## src/hw/rtl/assert_macros.svh

```systemverilog
// assertion macros used by the transmitter core
`ifndef ASSERT_MACROS_SVH
`define ASSERT_MACROS_SVH

// same-cycle implication, disabled while in reset
`define ASSERT_IMPLY(label, clk, rst_n, ante, cons) \
  label: assert property (@(posedge clk) disable iff (!(rst_n)) (ante) |-> (cons)) \
    else $error("assertion failed: implication");

// next-cycle implication, disabled while in reset
`define ASSERT_NEXT(label, clk, rst_n, ante, cons) \
  label: assert property (@(posedge clk) disable iff (!(rst_n)) (ante) |=> (cons)) \
    else $error("assertion failed: next-cycle implication");

`endif

```

## src/hw/rtl/irft_pkg.sv

```systemverilog
// types and constants of the infrared frame transmitter
package irft_pkg;

  localparam int unsigned AddrW  = 13;
  localparam int unsigned CmdW   = 7;
  localparam int unsigned FrameW = 4;
  localparam int unsigned TickW  = 10;
  localparam int unsigned MarkW  = 8;
  localparam int unsigned CfgIdxW = 3;
  localparam int unsigned CfgDataW = 13;

  typedef enum logic [CfgIdxW-1:0] {
    CFG_DEVICE_ADDRESS   = 3'd0,
    CFG_FRAME_COUNT      = 3'd1,
    CFG_FRAME_GAP_TICKS  = 3'd2,
    CFG_START_MARK_TICKS = 3'd3,
    CFG_ONE_MARK_TICKS   = 3'd4,
    CFG_ZERO_MARK_TICKS  = 3'd5,
    CFG_SPACE_TICKS      = 3'd6
  } cfg_idx_e;

  localparam logic [AddrW-1:0]  RstDeviceAddress = 13'h1E3A;
  localparam logic [FrameW-1:0] RstFrameCount    = 4'd3;
  localparam logic [TickW-1:0]  RstFrameGap      = 10'd430;
  localparam logic [MarkW-1:0]  RstStartMark     = 8'd96;
  localparam logic [MarkW-1:0]  RstOneMark       = 8'd48;
  localparam logic [MarkW-1:0]  RstZeroMark      = 8'd24;
  localparam logic [MarkW-1:0]  RstSpace         = 8'd24;

  localparam logic MODE_TICK = 1'b0;
  localparam logic MODE_SEND = 1'b1;

  typedef enum logic [2:0] {
    PH_IDLE        = 3'd0,
    PH_START_MARK  = 3'd1,
    PH_START_SPACE = 3'd2,
    PH_BIT_MARK    = 3'd3,
    PH_BIT_SPACE   = 3'd4,
    PH_GAP         = 3'd5
  } phase_e;

  typedef struct packed {
    logic carrier_on;
    logic busy;
    logic done;
  } result_t;

endpackage

```

## src/hw/rtl/ir_remote_frame_transmitter_core.sv

```systemverilog
// infrared frame transmitter: one item in, one result item out, registered
// a result goes to the output register, or to the skid entry while the output stalls
// throughput: one item per cycle while the skid entry is empty, set by one pass through the
// phase and tick counters; the two-entry output buffer accepts input while the output stalls
// reset: asynchronous, active low; block idle, all but the result data at default values
`include "assert_macros.svh"

module ir_remote_frame_transmitter_core
  import irft_pkg::*;
#(
  parameter int unsigned CODE_BITS = 20
) (
  input  logic                clk_i,
  input  logic                rst_ni,
  input  logic                cfg_we_i,
  input  logic [CfgIdxW-1:0]  cfg_idx_i,
  input  logic [CfgDataW-1:0] cfg_wdata_i,
  input  logic                in_valid_i,
  output logic                in_ready_o,
  input  logic                mode_i,
  input  logic [CmdW-1:0]     command_i,
  output logic                out_valid_o,
  input  logic                out_ready_i,
  output logic                carrier_on_o,
  output logic                led_on_o,
  output logic                busy_res_o,
  output logic                done_res_o
);

  localparam int unsigned BitW = (CODE_BITS > 1) ? $clog2(CODE_BITS) : 1;
  localparam logic [BitW-1:0] BitLast = BitW'(CODE_BITS - 1);
  localparam int unsigned RawW = AddrW + CmdW;

  // configuration
  logic [AddrW-1:0]  dev_addr_q;
  logic [FrameW-1:0] frame_cnt_q;
  logic [TickW-1:0]  gap_q;
  logic [MarkW-1:0]  start_mark_q, one_mark_q, zero_mark_q, space_q;

  always_ff @(posedge clk_i or negedge rst_ni) begin
    if (!rst_ni) begin
      dev_addr_q   <= RstDeviceAddress;
      frame_cnt_q  <= RstFrameCount;
      gap_q        <= RstFrameGap;
      start_mark_q <= RstStartMark;
      one_mark_q   <= RstOneMark;
      zero_mark_q  <= RstZeroMark;
      space_q      <= RstSpace;
    end else if (cfg_we_i) begin
      case (cfg_idx_i)
        CFG_DEVICE_ADDRESS:   dev_addr_q   <= cfg_wdata_i[AddrW-1:0];
        CFG_FRAME_COUNT:      frame_cnt_q  <= cfg_wdata_i[FrameW-1:0];
        CFG_FRAME_GAP_TICKS:  gap_q        <= cfg_wdata_i[TickW-1:0];
        CFG_START_MARK_TICKS: start_mark_q <= cfg_wdata_i[MarkW-1:0];
        CFG_ONE_MARK_TICKS:   one_mark_q   <= cfg_wdata_i[MarkW-1:0];
        CFG_ZERO_MARK_TICKS:  zero_mark_q  <= cfg_wdata_i[MarkW-1:0];
        CFG_SPACE_TICKS:      space_q      <= cfg_wdata_i[MarkW-1:0];
        default: ;
      endcase
    end
  end

  // transmit state
  phase_e              phase_q, phase_d;
  logic [TickW-1:0]    tick_q, tick_d;
  logic [BitW-1:0]     bit_q, bit_d;
  logic [FrameW-1:0]   frames_q, frames_d;
  logic [CODE_BITS-1:0] code_q, code_d;

  logic in_acc;
  logic is_send, is_tick;
  logic [TickW-1:0] seg_raw, seg_len, tick_inc;
  logic seg_end, last_bit, last_frame;
  logic [RawW+CODE_BITS-1:0] code_ext;
  result_t res;

  assign in_acc  = in_valid_i && in_ready_o;
  assign is_send = (mode_i == MODE_SEND);
  assign is_tick = (mode_i == MODE_TICK) && (phase_q != PH_IDLE);

  // segment length of the current phase, a zero length lasts one tick
  always_comb begin
    case (phase_q)
      PH_START_MARK: seg_raw = TickW'(start_mark_q);
      PH_BIT_MARK:   seg_raw = code_q[0] ? TickW'(one_mark_q) : TickW'(zero_mark_q);
      PH_GAP:        seg_raw = gap_q;
      default:       seg_raw = TickW'(space_q);
    endcase
    seg_len = (seg_raw == '0) ? TickW'(1) : seg_raw;
  end

  assign tick_inc   = tick_q + TickW'(1);
  assign seg_end    = (tick_inc >= seg_len);
  assign last_bit   = (bit_q == BitLast);
  assign last_frame = (frames_q == FrameW'(1));
  assign code_ext   = {{CODE_BITS{1'b0}}, dev_addr_q, command_i};

  // next state
  always_comb begin
    phase_d  = phase_q;
    tick_d   = tick_q;
    bit_d    = bit_q;
    frames_d = frames_q;
    code_d   = code_q;
    if (is_send) begin
      if (phase_q == PH_IDLE) begin
        code_d   = code_ext[CODE_BITS-1:0];
        frames_d = (frame_cnt_q == '0) ? FrameW'(1) : frame_cnt_q;
        phase_d  = PH_START_MARK;
        tick_d   = '0;
        bit_d    = '0;
      end
    end else if (is_tick) begin
      tick_d = tick_inc;
      if (seg_end) begin
        tick_d = '0;
        case (phase_q)
          PH_START_MARK:  phase_d = PH_START_SPACE;
          PH_START_SPACE: begin
            bit_d   = '0;
            phase_d = PH_BIT_MARK;
          end
          PH_BIT_MARK:    phase_d = PH_BIT_SPACE;
          PH_BIT_SPACE: begin
            // rotating keeps the word intact for the next frame
            code_d = {code_q[0], code_q[CODE_BITS-1:1]};
            if (!last_bit) begin
              bit_d   = bit_q + BitW'(1);
              phase_d = PH_BIT_MARK;
            end else begin
              bit_d    = '0;
              frames_d = frames_q - FrameW'(1);
              if (last_frame) begin
                phase_d = PH_IDLE;
              end else if (gap_q != '0) begin
                phase_d = PH_GAP;
              end else begin
                phase_d = PH_START_MARK;
              end
            end
          end
          default:        phase_d = PH_START_MARK;
        endcase
      end
    end
  end

  // result of the item
  always_comb begin
    res.busy       = is_send || is_tick;
    res.carrier_on = is_tick && (phase_q == PH_START_MARK || phase_q == PH_BIT_MARK);
    res.done       = is_tick && seg_end && (phase_q == PH_BIT_SPACE) && last_bit && last_frame;
  end

  always_ff @(posedge clk_i or negedge rst_ni) begin
    if (!rst_ni) begin
      phase_q  <= PH_IDLE;
      tick_q   <= '0;
      bit_q    <= '0;
      frames_q <= '0;
      code_q   <= '0;
    end else if (in_acc) begin
      phase_q  <= phase_d;
      tick_q   <= tick_d;
      bit_q    <= bit_d;
      frames_q <= frames_d;
      code_q   <= code_d;
    end
  end

  // output register plus skid entry
  logic    out_vld_q, skid_vld_q;
  result_t out_q, skid_q;
  logic    out_pop;

  assign in_ready_o = !skid_vld_q;
  assign out_pop    = out_vld_q && out_ready_i;

  always_ff @(posedge clk_i or negedge rst_ni) begin
    if (!rst_ni) begin
      out_vld_q  <= 1'b0;
      skid_vld_q <= 1'b0;
    end else if (skid_vld_q) begin
      if (out_pop) begin
        skid_vld_q <= 1'b0;
      end
    end else if (!out_vld_q || out_pop) begin
      out_vld_q <= in_acc;
    end else if (in_acc) begin
      skid_vld_q <= 1'b1;
    end
  end

  always_ff @(posedge clk_i) begin
    if (skid_vld_q) begin
      if (out_pop) begin
        out_q <= skid_q;
      end
    end else if (!out_vld_q || out_pop) begin
      out_q <= res;
    end else if (in_acc) begin
      skid_q <= res;
    end
  end

  assign out_valid_o  = out_vld_q;
  assign carrier_on_o = out_q.carrier_on;
  assign led_on_o     = out_q.busy;
  assign busy_res_o   = out_q.busy;
  assign done_res_o   = out_q.done;

  `ASSERT_IMPLY(a_skid_behind_out, clk_i, rst_ni, skid_vld_q, out_vld_q)
  `ASSERT_IMPLY(a_busy_has_frames, clk_i, rst_ni, phase_q != PH_IDLE, frames_q != '0)
  `ASSERT_IMPLY(a_bit_in_range, clk_i, rst_ni, 1'b1, bit_q <= BitLast)
  `ASSERT_NEXT(a_done_goes_idle, clk_i, rst_ni, in_acc && res.done, phase_q == PH_IDLE)
  `ASSERT_NEXT(a_send_starts, clk_i, rst_ni, in_acc && is_send && phase_q == PH_IDLE,
               phase_q == PH_START_MARK && tick_q == '0)

endmodule
```

## config.mk

```make
export PLATFORM = sky130hd
export DESIGN_NAME = ir_remote_frame_transmitter_core
export DESIGN_NICKNAME = d
export VERILOG_FILES = /design/src/hw/rtl/irft_pkg.sv /design/src/hw/rtl/ir_remote_frame_transmitter_core.sv
export VERILOG_INCLUDE_DIRS = /design/src /design/src/hw/rtl
export SDC_FILE = /design/constraint.sdc
export NUM_CORES = 1
export LEC_CHECK = 0
export ABC_CLOCK_PERIOD_IN_PS = 7800
export BUFFER_PORTS_ARGS = -buffer_cell sky130_fd_sc_hd__buf_2
export CAP_MARGIN = 30
export CORE_UTILIZATION = 50
export CTS_BUF_LIST = sky130_fd_sc_hd__clkbuf_8
export DETAILED_ROUTE_END_ITERATION = 12
export PLACE_DENSITY_LB_ADDON = 0.05
export SLEW_MARGIN = 15
export SYNTH_ARGS = -nofsm -noshare
export SYNTH_HDL_FRONTEND = slang
export SYNTH_SLANG_ARGS = --single-unit
```

## constraint.sdc

```tcl
create_clock -name clk_i -period 7.8 [get_ports clk_i]
set_input_delay 0.78 -clock clk_i [delete_from_list [all_inputs] [get_ports clk_i]]
set_output_delay 0.78 -clock clk_i [all_outputs]
set_load 0.03 [all_outputs]
```

==> flow_metrics.py <==
metrics = {
    "final_layout": {
        "multiInputGateArea_sq_um": 2860,
        "final_area_sq_um": 6250,
        "area_delta_synth_final_pct": 7.62,
        "drive_above_1_share_pct": 43.9,
        "seq_area_sq_um": 2790,
        "nNetsFinal": 533,
        "num_antenna_cells": 0,
        "final.fill_count": 973,
        "finish.utilization_pct": 55.0,
    },
    "die": {
        "dieHeight_microns": 110,
        "rows": 39,
        "die_x_microns": 110,
        "die_area_sq_um": 12100,
        "ioPinCount": 35,
        "core-area_sq_um": 11400,
        "start_util_pct": 51.1,
    },
    "drt": {
        "drt_iter0_markers": 164,
        "wl_microns": 11500,
        "first_pass_iters": 4,
        "drc": 0,
        "avgViaCountPerCell": 5.75,
        "num_vias": 3653,
        "wl_per_cell_microns": 18.0,
        "antenna_left": 0,
    },
    "clock_tree": {
        "htreeDepth": 3,
        "clockRootBuffer": "clkbuf_8",
        "clock_latency_ps": 390,
        "holdBufCountCts": 0,
        "tritoncts": "done",
        "cts_resized": 0,
        "cts_setup_buffers": 0,
        "cts_sinks": 109,
        "path_clk_slew_ps": 110,
        "cts_buffer_depth": 2,
        "cts_made_buffers": 9,
    },
    "global_route": {
        "grt_start_max_net_pins": 60,
        "antenna_found_initial": 0,
        "grt.total_usage_pct": 20.9,
        "grt_pass1_wl_microns": 18700,
        "gr-total-overflow": 0,
        "grt_pass1_vias": 3576,
    },
    "synthesis": {
        "yosysTopAreaCellShare_pct": 34.0,
        "synth_seq_area_share_pct": 48.0,
        "synthFlopType": "dfrtp_1",
        "yosysWarnings": 0,
        "ys_ff_latch": 109,
        "synth_edf_count": 6,
        "yosysTopAreaCell": "dfrtp_1",
        "syn_nets": 503,
        "synth_area_sq_um": 5810,
        "ys_types": 68,
        "synthTopCellsByArea": "dfrtp_1 (34%), mux2_2 (18%), dfstp_2 (11%), mux2_4 (4.7%), ha_1 (3.7%)",
        "postSynthCellCount": 457,
        "async_reset_ff_share_pct": 94.5,
        "syn_area_per_cell_sq_um": 12.7,
    },
    "outcome": {
        "status": "completed",
    },
    "critical_path": {
        "arrival_ps": 3870,
        "slowest_delay_ps": 750,
        "required_ps": 8080,
        "critical_path.top_delay_family": "compound AO/OA/AOI/OAI gates",
        "worstPathMaxFanout": 17,
        "r2r_slack_ps": 4210,
        "worst_setup_path_start_kind": "flip-flop",
        "critPathKind": "reg2reg",
        "slowest_stage": "dfrtp_1",
        "critPathMostFrequentCell": "o21ai_0",
        "cp_cell_sequence": "mux2_2 > o22ai_1 > nand2_1 > o21ai_0 > nand4_1 > o21ai_0 > ha_1 > nand2b_1 > a21oi_1 > o21ai_2 > a21o_4 > a31oi_2 > mux2_1",
        "worstSetupEndpointType": "flip-flop",
        "path_buf_inv": 0,
    },
    "power": {
        "power_uw": 1850,
        "seqPwrFrac_pct": 47.6,
        "power_switching_uw": 644,
        "combPwrFrac_pct": 34.8,
        "internal_power_uw": 1210,
        "switching_share_pct": 34.8,
        "ir_drop_mv": 0.186,
        "p_leak_uw": 0.00268,
        "powerDensity_nw_per_um2": 296,
        "power.clock.fraction_pct": 17.6,
    },
    "sta": {
        "max_slew_margin_pct": 51.0,
        "setup_violations": 0,
        "tightest_slew_ps": 735,
        "fmax_ghz": 0.278,
        "rsz0062_at_grt": "no",
        "finalSetupTns_ps": 0,
        "post-route-period-util_pct": 46.1,
        "fin_skew_ps": 14.8,
        "worst_slack_ps": 4210,
        "period_minus_slack_ps": 3590,
        "report.final.slew_viol_count": 0,
        "finalHoldViolations": 0,
    },
    "placed_design": {
        "preCtsSetupSlack_ps": 3900,
        "hpwl_microns": 8280,
        "place_congestion": 0.807,
        "portBuffers": 34,
        "post_dp_cell_area_sq_um": 6070,
    },
    "min_path": {
        "hold_path_class": "in2async",
    },
    "flow_run": {
        "maxCapViolations": 0,
    },
}
-- power groups by stage --
stage / clock [uW] / combinational (uW) / sequential [uW]
5_1_grt: 362 / 717 / 910
6_report: 327 / 644 / 881
3_5_place_dp: 0 / 651 / 892
2_1_floorplan: 0 / 541 / 846
4_1_cts: 341 / 652 / 883
3_3_place_gp: 0 / 635 / 888
-- Yosys cell counts (all sizes together), types with 11 or more instances --
cell / count
mux2: 115
dfrtp: 79
dfstp: 24
nand2: 24
nor2: 20
a21oi: 18
ha: 17
o21ai: 17
inv: 12
nand3: 12
buf: 11
-- final cells by class --
type	count	area share, %
multi-input cells	316	45.6
well taps	143	2.86
flip-flops and latches	109	44.6
repair buffers	38	3.24
clock inverters	6	0.700
inverters	13	0.780
clock buffers	10	2.20
-- worst paths after layout --
path	from	end	cells after the start
min in group clk_i	zero_mark_q[2]	zero_mark_q[2]	1
max in group asynchronous	rst_ni	phase_q[1]	2
setup reg to reg	phase_q[2]	bit_q[1]	13
setup / recovery	phase_q[2]	bit_q[1]	13
hold reg to reg	zero_mark_q[2]	zero_mark_q[2]	1
hold / removal	rst_ni	start_mark_q[1]	1
-- registers in the layout (all words and copies together) (netlist names) --
| signal | cells |
|---|---|
| code_q | 20 |
| dev_addr_q | 13 |
| gap_q | 10 |
| tick_q | 10 |
| one_mark_q | 8 |
| space_q | 8 |
| start_mark_q | 8 |
| zero_mark_q | 8 |
| bit_q | 5 |
| frame_cnt_q | 4 |
| frames_q | 4 |
| phase_q | 3 |
| skid_q | 3 |
| busy_res_o | 1 |
| carrier_on_o | 1 |
| done_res_o | 1 |
| out_valid_o | 1 |
| skid_vld_q | 1 |
-- cell usage in the layout, fill, tap and decap left out, types with 3 or more instances in the layout --
cell type	n
a211o_1	3
a21oi_1	17
a22o_1	9
buf_2	33
buf_4	5
clkbuf_8	10
dfrtp_1	79
dfstp_2	24
edfxtp_1	6
ha_1	17
inv_1	13
inv_6	4
mux2_2	95
mux2_4	18
nand2_1	22
nand2b_1	3
nand3_1	12
nand4_1	7
nand4b_1	3
nor2_1	18
nor3_1	3
nor3b_1	3
nor4_1	4
o21ai_0	15
o22ai_1	7
xnor2_1	5
xor2_1	3
-- stage by stage --
step                      hold slack [ps]  std cells
final                                 379        635
after CTS                             378        635
after global placement                483        618
after global routing                  409        635
after detailed placement              489        619
after floorplan                       473        457
-- per-layer routing --
| layer | up-vias | track usage, % | share of wire, % |
|---|---|---|---|
| met5 | - | 0 | 0 |
| met4 | 0 | 5.05 | 0.77 |
| met3 | 5 | 5.57 | 3.4 |
| met2 | 56 | 32.5 | 48 |
| met1 | 1852 | 28.8 | 47 |
| li1 | 1740 | - | - |
-- cell families after synthesis --
family / after synthesis / synth area share, %
compound gates: 77 / 10.3
xor+xnor: 8 / 1.21
fa+ha+maj: 17 / 3.66
buf+inv: 32 / 2.99
flops: 109 / 48.0
mux: 117 / 23.8
simple gates: 97 / 10.1
(Power assumes the default switching activity.)
